**config.mk**
```make
export PLATFORM = sky130hd
export DESIGN_NAME = angle_threshold_line_segmenter_top_flat
export DESIGN_NICKNAME = d
export VERILOG_FILES = /design/src/design/ats_pkg.sv /design/src/design/ats_point_if.sv /design/src/design/ats_seg_if.sv /design/src/design/ats_cordic.sv /design/src/design/ats_datapath.sv /design/src/design/ats_ctrl.sv /design/src/design/angle_threshold_line_segmenter_top.sv /design/src/flat_wrapper.sv
export SDC_FILE = /design/constraint.sdc
export NUM_CORES = 1
export LEC_CHECK = 0
export ABC_AREA = 1
export BUFFER_PORTS_ARGS = -buffer_cell sky130_fd_sc_hd__buf_2
export CAP_MARGIN = 15
export CORE_MARGIN = 1.5
export CORE_UTILIZATION = 35
export CTS_BUF_LIST = sky130_fd_sc_hd__clkbuf_4
export DETAILED_ROUTE_END_ITERATION = 8
export GPL_ROUTABILITY_DRIVEN = 1
export HOLD_SLACK_MARGIN = 0.12
export PLACE_DENSITY = 0.57
export SYNTH_ARGS = -nofsm -noshare
export SYNTH_HDL_FRONTEND = slang
export SYNTH_HIERARCHICAL = 1
export SYNTH_SLANG_ARGS = --single-unit
```
**constraint.sdc**
```tcl
create_clock -name clk -period 5.6 [get_ports clk]
set_input_delay 0.56 -clock clk [delete_from_list [all_inputs] [get_ports clk]]
set_output_delay 0.56 -clock clk [all_outputs]
set_load 0.05 [all_outputs]
```
**src/design/ats_pkg.sv**
```systemverilog
package ats_pkg;

  localparam int ANGLE_W    = 16;
  localparam int THRESH_W   = 15;
  localparam int ATAN_IDX_W = 5;

  localparam logic [THRESH_W-1:0] THRESH_RESET = 15'd205;
  localparam logic signed [ANGLE_W-1:0] HALF_PI_Q12 = 16'sd6434;

  typedef enum logic [2:0] {
    S_IDLE,
    S_DISPATCH,
    S_ANGLE,
    S_COMPARE,
    S_EMIT_BREAK,
    S_RESTART,
    S_REANGLE,
    S_EMIT_FINAL
  } state_t;

  typedef struct packed {
    logic capture;
    logic load_first;
    logic angle_go;
    logic set_ref;
    logic set_prev;
    logic emit_break;
    logic emit_final;
  } cmd_t;

  typedef struct packed {
    logic last;
    logic angle_done;
    logic brk;
    logic out_free;
  } stat_t;

  // Arctangent of 2^-i in Q3.12, rounded to nearest.
  function automatic logic signed [ANGLE_W-1:0] atan_q12(input logic [ATAN_IDX_W-1:0] idx);
    logic signed [ANGLE_W-1:0] val;
    case (idx)
      5'd0:    val = 16'sd3217;
      5'd1:    val = 16'sd1899;
      5'd2:    val = 16'sd1003;
      5'd3:    val = 16'sd509;
      5'd4:    val = 16'sd256;
      5'd5:    val = 16'sd128;
      5'd6:    val = 16'sd64;
      5'd7:    val = 16'sd32;
      5'd8:    val = 16'sd16;
      5'd9:    val = 16'sd8;
      5'd10:   val = 16'sd4;
      5'd11:   val = 16'sd2;
      5'd12:   val = 16'sd1;
      default: val = 16'sd0;
    endcase
    return val;
  endfunction

endpackage

```
**src/design/ats_point_if.sv**
```systemverilog
interface ats_point_if #(parameter int CW = 16) ();
  logic                 valid;
  logic                 ready;
  logic signed [CW-1:0] point_x;
  logic signed [CW-1:0] point_y;
  logic                 last_point;

  modport source (output valid, point_x, point_y, last_point, input ready);
  modport sink (input valid, point_x, point_y, last_point, output ready);
endinterface

```
**src/design/ats_seg_if.sv**
```systemverilog
interface ats_seg_if #(parameter int CW = 16) ();
  logic                 valid;
  logic                 ready;
  logic signed [CW-1:0] seg_start_x;
  logic signed [CW-1:0] seg_start_y;
  logic signed [CW-1:0] seg_end_x;
  logic signed [CW-1:0] seg_end_y;
  logic                 final_segment;

  modport source (output valid, seg_start_x, seg_start_y, seg_end_x, seg_end_y, final_segment,
                  input ready);
  modport sink (input valid, seg_start_x, seg_start_y, seg_end_x, seg_end_y, final_segment,
                output ready);
endinterface

```
**src/design/ats_cordic.sv**
```systemverilog
module ats_cordic #(
  parameter int CW = 16,
  parameter int N  = 16
) (
  input  logic                              clk,
  input  logic                              rst,
  input  logic                              go,
  input  logic signed [CW:0]                dx,
  input  logic signed [CW:0]                dy,
  output logic                              done,
  output logic signed [ats_pkg::ANGLE_W-1:0] angle
);
  import ats_pkg::*;

  localparam int PW = CW + 2;
  localparam int W  = PW + N + 2;
  localparam int IW = $clog2(N);

  logic signed [PW-1:0]      ex, ey, px, py;
  logic signed [ANGLE_W-1:0] pz;
  logic signed [W-1:0]       x, y, tx, ty;
  logic signed [ANGLE_W-1:0] z, tab;
  logic [IW-1:0]             iter;
  logic                      busy;
  logic                      is_zero;

  // Pre-rotation into the right half plane.
  always_comb begin
    ex = PW'(dx);
    ey = PW'(dy);
    if (dx < 0 && dy >= 0) begin
      px = ey;
      py = -ex;
      pz = HALF_PI_Q12;
    end else if (dx < 0) begin
      px = -ey;
      py = ex;
      pz = -HALF_PI_Q12;
    end else begin
      px = ex;
      py = ey;
      pz = '0;
    end
  end

  assign tx  = x >>> iter;
  assign ty  = y >>> iter;
  assign tab = atan_q12(ATAN_IDX_W'(iter));

  always_ff @(posedge clk) begin
    if (rst) begin
      busy <= 1'b0;
      done <= 1'b0;
    end else begin
      done <= 1'b0;
      if (go) begin
        busy <= 1'b1;
      end else if (busy && iter == IW'(N - 1)) begin
        busy <= 1'b0;
        done <= 1'b1;
      end
    end
  end

  always_ff @(posedge clk) begin
    if (go) begin
      x       <= W'(px) <<< N;
      y       <= W'(py) <<< N;
      z       <= pz;
      iter    <= '0;
      is_zero <= (dx == '0) && (dy == '0);
    end else if (busy) begin
      if (y > 0) begin
        x <= x + ty;
        y <= y - tx;
        z <= z + tab;
      end else begin
        x <= x - ty;
        y <= y + tx;
        z <= z - tab;
      end
      iter <= iter + 1'b1;
    end
  end

  assign angle = is_zero ? '0 : z;

endmodule

```
**src/design/ats_datapath.sv**
```systemverilog
module ats_datapath #(
  parameter int CW = 16,
  parameter int N  = 16
) (
  input  logic                               clk,
  input  logic                               rst,
  input  logic                               cfg_we,
  input  logic [ats_pkg::THRESH_W-1:0]       cfg_data,
  input  logic signed [CW-1:0]               point_x,
  input  logic signed [CW-1:0]               point_y,
  input  logic                               last_point,
  input  ats_pkg::cmd_t                      cmd,
  output ats_pkg::stat_t                     stat,
  output logic                               seg_valid,
  input  logic                               seg_ready,
  output logic signed [CW-1:0]               seg_start_x,
  output logic signed [CW-1:0]               seg_start_y,
  output logic signed [CW-1:0]               seg_end_x,
  output logic signed [CW-1:0]               seg_end_y,
  output logic                               final_segment
);
  import ats_pkg::*;

  logic signed [CW-1:0]      cur_x, cur_y, start_x, start_y, prev_x, prev_y;
  logic                      cur_last;
  logic signed [ANGLE_W-1:0] ref_angle, angle;
  logic [THRESH_W-1:0]       angle_threshold;
  logic signed [CW:0]        dx, dy;
  logic                      angle_done;
  logic signed [ANGLE_W:0]   diff;
  logic [ANGLE_W:0]          mag;
  logic                      out_free;

  assign dx = (CW+1)'(cur_x) - (CW+1)'(start_x);
  assign dy = (CW+1)'(cur_y) - (CW+1)'(start_y);

  ats_cordic #(.CW(CW), .N(N)) u_cordic (
    .clk   (clk),
    .rst   (rst),
    .go    (cmd.angle_go),
    .dx    (dx),
    .dy    (dy),
    .done  (angle_done),
    .angle (angle)
  );

  // Deviation from the reference angle, compared without wrap-around.
  assign diff = (ANGLE_W+1)'(angle) - (ANGLE_W+1)'(ref_angle);
  assign mag  = diff[ANGLE_W] ? (ANGLE_W+1)'(-diff) : (ANGLE_W+1)'(diff);

  assign out_free = !seg_valid || seg_ready;

  assign stat.last       = cur_last;
  assign stat.angle_done = angle_done;
  assign stat.brk        = mag > {2'b00, angle_threshold};
  assign stat.out_free   = out_free;

  always_ff @(posedge clk) begin
    if (rst) begin
      angle_threshold <= THRESH_RESET;
    end else if (cfg_we) begin
      angle_threshold <= cfg_data;
    end
  end

  always_ff @(posedge clk) begin
    if (cmd.capture) begin
      cur_x    <= point_x;
      cur_y    <= point_y;
      cur_last <= last_point;
    end
    if (cmd.load_first) begin
      start_x <= cur_x;
      start_y <= cur_y;
      prev_x  <= cur_x;
      prev_y  <= cur_y;
    end
    if (cmd.set_prev) begin
      prev_x <= cur_x;
      prev_y <= cur_y;
    end
    if (cmd.set_ref) begin
      ref_angle <= angle;
    end
    if (cmd.emit_break) begin
      start_x <= prev_x;
      start_y <= prev_y;
    end
  end

  always_ff @(posedge clk) begin
    if (rst) begin
      seg_valid <= 1'b0;
    end else if (cmd.emit_break || cmd.emit_final) begin
      seg_valid <= 1'b1;
    end else if (seg_ready) begin
      seg_valid <= 1'b0;
    end
  end

  always_ff @(posedge clk) begin
    if (cmd.emit_break) begin
      seg_start_x   <= start_x;
      seg_start_y   <= start_y;
      seg_end_x     <= prev_x;
      seg_end_y     <= prev_y;
      final_segment <= 1'b0;
    end else if (cmd.emit_final) begin
      seg_start_x   <= start_x;
      seg_start_y   <= start_y;
      seg_end_x     <= cur_x;
      seg_end_y     <= cur_y;
      final_segment <= 1'b1;
    end
  end

endmodule

```
**src/design/ats_ctrl.sv**
```systemverilog
module ats_ctrl (
  input  logic           clk,
  input  logic           rst,
  input  logic           point_valid,
  output logic           point_ready,
  input  ats_pkg::stat_t stat,
  output ats_pkg::cmd_t  cmd
);
  import ats_pkg::*;

  state_t     state, state_next;
  logic [1:0] seen, seen_next;

  always_ff @(posedge clk) begin
    if (rst) begin
      state <= S_IDLE;
      seen  <= 2'd0;
    end else begin
      state <= state_next;
      seen  <= seen_next;
    end
  end

  always_comb begin
    state_next = state;
    seen_next  = seen;
    unique case (state)
      S_IDLE: begin
        if (point_valid) state_next = S_DISPATCH;
      end
      S_DISPATCH: begin
        if (seen == 2'd0) begin
          seen_next  = 2'd1;
          state_next = stat.last ? S_EMIT_FINAL : S_IDLE;
        end else begin
          state_next = S_ANGLE;
        end
      end
      S_ANGLE: begin
        if (stat.angle_done) begin
          if (seen == 2'd1) begin
            seen_next  = 2'd2;
            state_next = stat.last ? S_EMIT_FINAL : S_IDLE;
          end else begin
            state_next = S_COMPARE;
          end
        end
      end
      S_COMPARE: begin
        if (stat.brk) state_next = S_EMIT_BREAK;
        else          state_next = stat.last ? S_EMIT_FINAL : S_IDLE;
      end
      S_EMIT_BREAK: begin
        if (stat.out_free) state_next = S_RESTART;
      end
      S_RESTART: begin
        state_next = S_REANGLE;
      end
      S_REANGLE: begin
        if (stat.angle_done) state_next = stat.last ? S_EMIT_FINAL : S_IDLE;
      end
      S_EMIT_FINAL: begin
        if (stat.out_free) begin
          seen_next  = 2'd0;
          state_next = S_IDLE;
        end
      end
      default: state_next = S_IDLE;
    endcase
  end

  always_comb begin
    cmd         = '0;
    point_ready = 1'b0;
    unique case (state)
      S_IDLE: begin
        point_ready = 1'b1;
        cmd.capture = point_valid;
      end
      S_DISPATCH: begin
        if (seen == 2'd0) cmd.load_first = 1'b1;
        else              cmd.angle_go   = 1'b1;
      end
      S_ANGLE: begin
        if (stat.angle_done && seen == 2'd1) begin
          cmd.set_ref  = 1'b1;
          cmd.set_prev = 1'b1;
        end
      end
      S_COMPARE: begin
        cmd.set_prev = !stat.brk;
      end
      S_EMIT_BREAK: begin
        cmd.emit_break = stat.out_free;
      end
      S_RESTART: begin
        cmd.angle_go = 1'b1;
      end
      S_REANGLE: begin
        if (stat.angle_done) begin
          cmd.set_ref  = 1'b1;
          cmd.set_prev = 1'b1;
        end
      end
      S_EMIT_FINAL: begin
        cmd.emit_final = stat.out_free;
      end
      default: ;
    endcase
  end

  a_seen_range: assert property (@(posedge clk) disable iff (rst) seen != 2'd3)
    else $error("point count out of range");

  a_emit_free: assert property (@(posedge clk) disable iff (rst)
    (cmd.emit_break || cmd.emit_final) |-> stat.out_free)
    else $error("segment loaded while output register is occupied");

  a_done_state: assert property (@(posedge clk) disable iff (rst)
    stat.angle_done |-> (state == S_ANGLE || state == S_REANGLE))
    else $error("angle result arrived outside an angle wait");

  a_compare_seen: assert property (@(posedge clk) disable iff (rst)
    (state == S_COMPARE) |-> (seen == 2'd2))
    else $error("comparison without a reference angle");

endmodule

```
**src/design/angle_threshold_line_segmenter_top.sv**
```systemverilog
// Angle-threshold line segmenter.
// Points enter on the point channel (point_x, point_y, last_point) and
// segments leave on the segment channel (start, end, final_segment); a
// transaction completes when valid and ready are both high at a clock edge.
// The angle threshold resets to 205 (0.05 rad in Q3.12); the user writes it
// through cfg_we/cfg_data while the block is idle, which it does not enforce.
// One point is processed at a time. The first point of a stream only loads
// the segment start; the second and any later point wait for the iterative
// CORDIC arctangent unit, which performs one rotation per cycle. The second
// point sets the reference angle, and each later point is compared to it.
// A point that breaks the segment runs the CORDIC a second time, and a final
// point then loads the closing segment. A segment is presented on the output
// from the clock edge that loads it into the output register.
// The output register decouples the two sides: a new point is accepted while
// a segment waits to be taken, but if the receiver stalls, the block holds in
// its emit state until the register frees up.
// Synchronous reset clears the point count, so the next point opens a
// stream, and drops any pending output segment.
module angle_threshold_line_segmenter_top #(
  parameter int COORD_WIDTH      = 16,
  parameter int ANGLE_ITERATIONS = 16
) (
  input  logic                          clk,
  input  logic                          rst,
  input  logic                          cfg_we,
  input  logic [ats_pkg::THRESH_W-1:0]  cfg_data,
  ats_point_if.sink                     point,
  ats_seg_if.source                     segment
);
  import ats_pkg::*;

  cmd_t  cmd;
  stat_t stat;

  ats_ctrl u_ctrl (
    .clk         (clk),
    .rst         (rst),
    .point_valid (point.valid),
    .point_ready (point.ready),
    .stat        (stat),
    .cmd         (cmd)
  );

  ats_datapath #(.CW(COORD_WIDTH), .N(ANGLE_ITERATIONS)) u_datapath (
    .clk           (clk),
    .rst           (rst),
    .cfg_we        (cfg_we),
    .cfg_data      (cfg_data),
    .point_x       (point.point_x),
    .point_y       (point.point_y),
    .last_point    (point.last_point),
    .cmd           (cmd),
    .stat          (stat),
    .seg_valid     (segment.valid),
    .seg_ready     (segment.ready),
    .seg_start_x   (segment.seg_start_x),
    .seg_start_y   (segment.seg_start_y),
    .seg_end_x     (segment.seg_end_x),
    .seg_end_y     (segment.seg_end_y),
    .final_segment (segment.final_segment)
  );

endmodule

```
**src/flat_wrapper.sv**
```systemverilog
// flat-port wrapper written by rule: the top's interface ports become plain ports
module angle_threshold_line_segmenter_top_flat import ats_pkg::*;
#(
  parameter int COORD_WIDTH      = 16,
  parameter int ANGLE_ITERATIONS = 16
)
  (clk, rst, cfg_we, cfg_data, point_valid, point_point_x, point_point_y, point_last_point, point_ready, segment_valid, segment_seg_start_x, segment_seg_start_y, segment_seg_end_x, segment_seg_end_y, segment_final_segment, segment_ready);
  ats_point_if #(.CW((16))) point_i ();
  ats_seg_if #(.CW((16))) segment_i ();
  input  logic clk;
  input  logic rst;
  input  logic cfg_we;
  input  logic [ats_pkg::THRESH_W-1:0] cfg_data;
  input wire logic [$bits(point_i.valid)-1:0] point_valid;
  input wire logic [$bits(point_i.point_x)-1:0] point_point_x;
  input wire logic [$bits(point_i.point_y)-1:0] point_point_y;
  input wire logic [$bits(point_i.last_point)-1:0] point_last_point;
  output wire logic [$bits(point_i.ready)-1:0] point_ready;
  output wire logic [$bits(segment_i.valid)-1:0] segment_valid;
  output wire logic [$bits(segment_i.seg_start_x)-1:0] segment_seg_start_x;
  output wire logic [$bits(segment_i.seg_start_y)-1:0] segment_seg_start_y;
  output wire logic [$bits(segment_i.seg_end_x)-1:0] segment_seg_end_x;
  output wire logic [$bits(segment_i.seg_end_y)-1:0] segment_seg_end_y;
  output wire logic [$bits(segment_i.final_segment)-1:0] segment_final_segment;
  input wire logic [$bits(segment_i.ready)-1:0] segment_ready;
  assign point_i.valid = point_valid;
  assign point_i.point_x = point_point_x;
  assign point_i.point_y = point_point_y;
  assign point_i.last_point = point_last_point;
  assign point_ready = point_i.ready;
  assign segment_valid = segment_i.valid;
  assign segment_seg_start_x = segment_i.seg_start_x;
  assign segment_seg_start_y = segment_i.seg_start_y;
  assign segment_seg_end_x = segment_i.seg_end_x;
  assign segment_seg_end_y = segment_i.seg_end_y;
  assign segment_final_segment = segment_i.final_segment;
  assign segment_i.ready = segment_ready;
  angle_threshold_line_segmenter_top #(.COORD_WIDTH(COORD_WIDTH), .ANGLE_ITERATIONS(ANGLE_ITERATIONS)) u_core (.clk(clk), .rst(rst), .cfg_we(cfg_we), .cfg_data(cfg_data), .point(point_i), .segment(segment_i));
endmodule
```
==> results of run 1 <==
-- final cells by class --
cell class / instances / area [um2]
well taps: 950 / 1190
multi-input cells: 2776 / 15000
inverters: 405 / 1520
fillers: 7544 / 42900
diodes: 1 / 2.50
repair buffers: 214 / 1490
flip-flops and latches: 306 / 8470
clock inverters: 33 / 178
clock buffers: 130 / 976
-- repair_timing --
item,in CTS,in global routing
resized for setup,0,2
setup buffers,0,1
setup endpoints to repair,0,33
hold buffers,59,0
endpoints found under the hold margin,55,0
-- placed cells by master, fill, tap and decap left out, types with 6 or more instances in the layout --
master         Yosys  routed
a21boi_0          10      10
a21o_1            13      13
a21oi_1          197     197
a31oi_1           25      25
buf_2             30     119
buf_4              5      33
clkbuf_4           0     130
clkinv_1           3      23
dfxtp_1           72      68
dlygate4sd3_1      0      59
edfxtp_1         234     234
fa_1               6       6
ha_1             164     164
inv_1            386     386
inv_2             15      16
nand2_1          970     969
nand2_2           31      32
nand3_1          427     427
nand3_2           13      13
nand3b_1          14      14
nand4_1           48      48
nor2_1           314     309
nor2_2            18      21
nor3_1            29      28
o211ai_1          12      12
o21a_1             9       9
o21ai_0          195     195
o21ai_1           13      13
o21ai_2           12      12
o21bai_1           9       9
o221ai_1          24      24
o22ai_1           19      18
or2_2             11      11
xnor2_1           64      64
xor2_1            89      89
-- worst paths after layout --
check	slack, ns	depth (start not counted)	endpoint
max reg2reg	0.42	30	u_core/u_datapath/u_cordic/y[35]$_DFFE_PP_
min reg2reg	0.41	0	u_core/u_datapath/seg_start_x[2]$_DFFE_PP_
max	0.42	30	u_core/u_datapath/u_cordic/y[35]$_DFFE_PP_
min	0.29	6	u_core/u_ctrl/state[2]$_SDFFE_PP0P_
-- per-layer routing --
| metal | global-route usage, % | routed length, um |
|---|---|---|
| met1 | 29.3 | 36800 |
| met2 | 34.4 | 36600 |
| met3 | 2.91 | 4630 |
| met4 | 6.40 | 1780 |
| met5 | 0 | 0 |
-- cell usage after synthesis, types with 13 or more instances --
library cell  instances  area, um2
buf_2                30        150
o221ai_1             24        210
clkbuf_1             58        218
nand2_2              31        194
a21o_1               13       97.6
nand2_1             970       3640
nor3_1               29        145
a31oi_1              25        156
nand4_1              48        300
edfxtp_1            234       7030
xnor2_1              64        561
nand3_2              13        130
inv_2                15       56.3
o22ai_1              19        119
nand3b_1             14        105
buf_1                15       56.3
nand3_1             427       2140
nor2_1              314       1180
dfxtp_1              72       1440
nor2_2               18        113
xor2_1               89        780
inv_1               386       1450
o21ai_0             195        976
o21ai_1              13       65.1
ha_1                164       2050
a21oi_1             197        986
-- cell families (layout without fill, tap and decap cells) --
kind of cell | count (synthesis) | count (layout) | share of synthesized area, %
AOI/OAI and AO/OA | 559 | 559 | 12.6
other | 0 | 1 | 0
buffers and inverters | 523 | 782 | 8.24
and+or+nand+nor | 1890 | 1890 | 31.9
DFF | 306 | 306 | 33.2
adders and majority gates | 170 | 170 | 8.52
xor gates and xnor gates | 157 | 157 | 5.51
-- per-stage QoR --
step           hold WS, ns  setup WS, ns  area, um2  std cells  util [%]
2_1_floorplan        0.426          1.29      25500       3605         -
3_3_place_gp         0.433         0.279      27000       4591      37.7
3_5_place_dp         0.436         0.360      27000       4591      37.7
4_1_cts              0.199         0.281      28800       4813      40.1
5_1_grt              0.292        0.0706      28800       4815      40.1
6_report             0.292         0.419      28800       4815      40.1
-- tightest hold or removal path, delay by kind of cell --
kind / cells / cell delay, ns
AOI/OAI and AO/OA: 2 / 0.22
buffers and inverters: 2 / 0.16
and+or+nand+nor: 2 / 0.14
==> impl_metrics.json, run 1 <==
{
  "outcome": "finished, final reports clean",
  "hpwl_um": 61000,
  "max_freq_mhz": 193,
  "dieArea_um2": 74500,
  "path_max_fanout": 46,
  "syn_nets": 3828,
  "finalCritPeriodShare_pct": 92.5,
  "clk_latency_ns": 0.88,
  "die_y_um": 273,
  "htree_levels": 3,
  "drtIter0Drc": 2069,
  "cp_slowest_cell": "buf_4",
  "synth_flop_cell": "edfxtp_1",
  "first_pass_iters": 6,
  "drt_wl_total_um": 79800,
  "seq_area_frac_synth_pct": 33.2,
  "r2r_start": "u_core/u_datapath/u_cordic/iter[2]$_SDFFE_PP0P_",
  "cp.arrival_ns": 5.74,
  "reg_top3": "u_core/u_datapath/u_cordic/x (36), u_core/u_datapath/u_cordic/y (36)",
  "layout_min_cycle_time_ns": 5.18,
  "initial_core_util_pct": 35.5,
  "setup_viol": 0,
  "hold_path_class": "input pin to register",
  "finClkSkew_ns": 0.0863,
  "async_reset_ff_share_pct": 0,
  "cpPeakStageDelay_ns": 0.48,
  "grt_pass1_wl_um": 127000,
  "ys_types": 56,
  "core_um2": 71700,
  "critPathCaptureType": "register",
  "cts.clk_slew.worst_paths_ns": 0.06,
  "route.detailed.drc": 0,
  "final_nets": 4016,
  "critPathKind": "register to register",
  "crit_path_start_kind": "register",
  "startpoint": "u_core/u_datapath/u_cordic/iter[2]$_SDFFE_PP0P_",
  "grt_max_degree": 60,
  "gp_congestion": 0.940,
  "avgSynthCellArea_um2": 7.07,
  "grt_setup_unrepaired": "false",
  "min_from": "point_valid",
  "port_buffers": 119,
  "die_x_um": 273,
  "cp.required_ns": 6.16,
  "synthesis.area_um2": 25500,
  "final_hold_viol_count": 0,
  "clock_sinks": 306,
  "grt_usage_pct": 21.3,
  "vias_per_cell": 5.15,
  "cts_buffers": 90,
  "crit_family": "simple AND/OR/NAND/NOR gates",
  "yosysWarnings": 6,
  "tritoncts": "done",
  "slew-limit-headroom_pct": 28.7,
  "synth_seq_cells": 306,
  "cts_root_buf": "clkbuf_4",
  "ios": 120,
  "synthCells": 3605,
  "maxCapViolCount": 0,
  "row_count": 98,
  "antenna_left": 0,
  "grt_pass1_vias": 23500,
  "synth_edf_count": 234,
  "slew_violations": 0,
  "vias": 24800,
  "tightest_slew_ns": 1.07,
  "crit_top_cell": "nand2_1",
  "wl_per_cell_um": 16.6,
  "antenna_found_initial": 1,
  "syn_to_final_growth_pct": 12.9,
  "grt_overflow": 0,
  "drive_gt1_share_pct": 11.1,
  "cts_max_path_buffers": 3,
  "path_buf_inv": 8,
  "fin_tns_setup_ns": 0
}
Power of run 1 is left out: the tool's default activity adds up to more than one toggle a clock period on the data nets, which glitch-free logic cannot reach.
==> inputs of run 2 (changes only) <==
BUFFER_PORTS_ARGS = -buffer_cell sky130_fd_sc_hd__clkbuf_2   (was -buffer_cell sky130_fd_sc_hd__buf_2)
==> run 2 against run 1 <==
Die area did not move. Non-clock buffer count fell by 1. Critical path depth rose by 2. Sequential share of layout area barely moved. Clock-buffer cell count fell by 6. Global-route usage fell by 0.12 points. Largest cell class unchanged.
==> impl_metrics.json, run 2 (synthesized netlist as in run 1, its figures left out) <==
{
  "die_x_um": 273,
  "row_count": 98,
  "cts_buffers": 89,
  "cp.required_ns": 6.15,
  "gp_congestion": 0.940,
  "antenna_found_initial": 2,
  "cts_root_buf": "clkbuf_4",
  "grt_setup_unrepaired": "false",
  "max_freq_mhz": 194,
  "outcome": "finished, final reports clean",
  "drt_wl_total_um": 79700,
  "crit_family": "simple AND/OR/NAND/NOR gates",
  "ios": 120,
  "die_y_um": 273,
  "final_hold_viol_count": 0,
  "worst-r2r-setup-slack_ns": 0.45,
  "finClkSkew_ns": 0.0967,
  "layout_min_cycle_time_ns": 5.15,
  "clk_latency_ns": 0.88,
  "grt_usage_pct": 21.2,
  "most-common-layout-cells": "nand2_1, nand3_1, inv_1",
  "antenna_left": 0,
  "drtIter0Drc": 1977,
  "setup_viol": 0,
  "first_pass_iters": 7,
  "cts_setup_buffers": 0,
  "tightest_slew_ns": 1.04,
  "cp_slowest_cell": "buf_4",
  "tritoncts": "done",
  "port_buffers": 119,
  "vias_per_cell": 5.16,
  "mostFrequentLayoutCell": "nand2_1",
  "startpoint": "u_core/u_datapath/u_cordic/iter[1]$_SDFFE_PP0P_",
  "cp.depth": 32,
  "design_area_um2": 28800,
  "final_nets": 4014,
  "drive_gt1_share_pct": 10.9,
  "fin_tns_setup_ns": 0,
  "route.detailed.drc": 0,
  "r2r_end": "u_core/u_datapath/u_cordic/y[35]$_DFFE_PP_",
  "dieArea_um2": 74500,
  "crit_top_cell": "nand2_1",
  "critPathKind": "register to register",
  "grt_overflow": 0,
  "critPathCaptureType": "register",
  "cp-endpoint": "u_core/u_datapath/u_cordic/y[35]$_DFFE_PP_",
  "cp.arrival_ns": 5.70,
  "maxCapViolCount": 0,
  "crit_path_start_kind": "register",
  "finalCritPeriodShare_pct": 92.0,
  "slew_violations": 0,
  "clock_sinks": 306,
  "r2r_cells": 32,
  "hold_path_class": "input pin to register",
  "post_dp_cell_area_um2": 27000,
  "r2r_start": "u_core/u_datapath/u_cordic/iter[1]$_SDFFE_PP0P_",
  "grt_max_degree": 70,
  "slew-limit-headroom_pct": 30.3,
  "initial_core_util_pct": 35.5,
  "reg_top3": "u_core/u_datapath/u_cordic/x (36), u_core/u_datapath/u_cordic/y (36)",
  "path_max_fanout": 46,
  "grt_pass1_vias": 23500,
  "htree_levels": 3,
  "core_um2": 71700,
  "path_buf_inv": 7,
  "cpPeakStageDelay_ns": 0.48,
  "grt_pass1_wl_um": 127000,
  "cts.clk_slew.worst_paths_ns": 0.06,
  "vias": 24800,
  "cts_max_path_buffers": 3,
  "wl_per_cell_um": 16.6,
  "syn_to_final_growth_pct": 13.0,
  "hpwl_um": 61200
}
## run 2: cell count changes in the layout (fill, tap and decap cells not counted), moves of 2 or more
cell      change
clkbuf_2    +119
clkbuf_4      -6
clkinv_1      +4
buf_12        +3
inv_8         +2
buf_2       -119
clkinv_8      -2
buf_4         -5
## run 2: per-layer routing
metal	GRT usage (%)	vias to the layer above	routed length (um)
li1	-	12500	-
met1	29.0	11500	37100
met2	34.0	682	35900
met3	3.15	118	4310
met4	7.00	2	2260
met5	0	-	19
## run 2: worst min path at each step
stage                                                 start                                          end  slack (ns)  cells past startpoint
finish                                          point_valid          u_core/u_ctrl/state[2]$_SDFFE_PP0P_        0.29                      6
CTS                                             point_valid          u_core/u_ctrl/state[2]$_SDFFE_PP0P_        0.19                      6
global placement    u_core/u_datapath/start_y[13]$_DFFE_PP_  u_core/u_datapath/seg_start_y[13]$_DFFE_PP_        0.43                      0
floorplan              u_core/u_datapath/cur_x[0]$_DFFE_PP_        u_core/u_datapath/prev_x[0]$_DFFE_PP_        0.43                      0
detailed placement     u_core/u_datapath/cur_x[0]$_DFFE_PP_        u_core/u_datapath/prev_x[0]$_DFFE_PP_        0.44                      0
global route                                    point_valid        u_core/u_datapath/cur_x[14]$_DFFE_PP_        0.29                      3
## run 2: layout make-up
type	count	area [um2]
fillers	7586	42900
multi-input cells	2776	15000
flip-flops and latches	306	8470
repair buffers	213	1530
inverters	405	1520
well taps	950	1190
clock buffers	124	931
clock inverters	37	190
diodes	1	2.50
## run 2: worst register-to-register path: cells and delay by family, from the launching register on
family,cells,cell delay [ns]
AO/OA/AOI/OAI,3,0.67
buffers and inverters,7,0.98
adder cells (fa/ha/maj),2,0.62
flip-flops,1,0.41
AND/OR/NAND/NOR,20,2.16
## run 2: through the flow
stage / cells / hold WS (ns) / util [%] / worst slack (ns)
floorplan: 3605 / 0.426 / - / 1.29
global placement: 4589 / 0.432 / 37.7 / 0.441
detailed placement: 4589 / 0.440 / 37.7 / 0.479
CTS: 4810 / 0.185 / 40.1 / 0.391
global route: 4812 / 0.290 / 40.2 / 0.0260
finish: 4812 / 0.287 / 40.2 / 0.451
## run 2: what timing repair did
item	4_1_cts	5_1_grt
endpoints found under the hold margin	55	0
setup endpoints to repair	0	1
hold buffers	60	0
resized for setup	0	1
Power of run 2 is left out for the same reason.
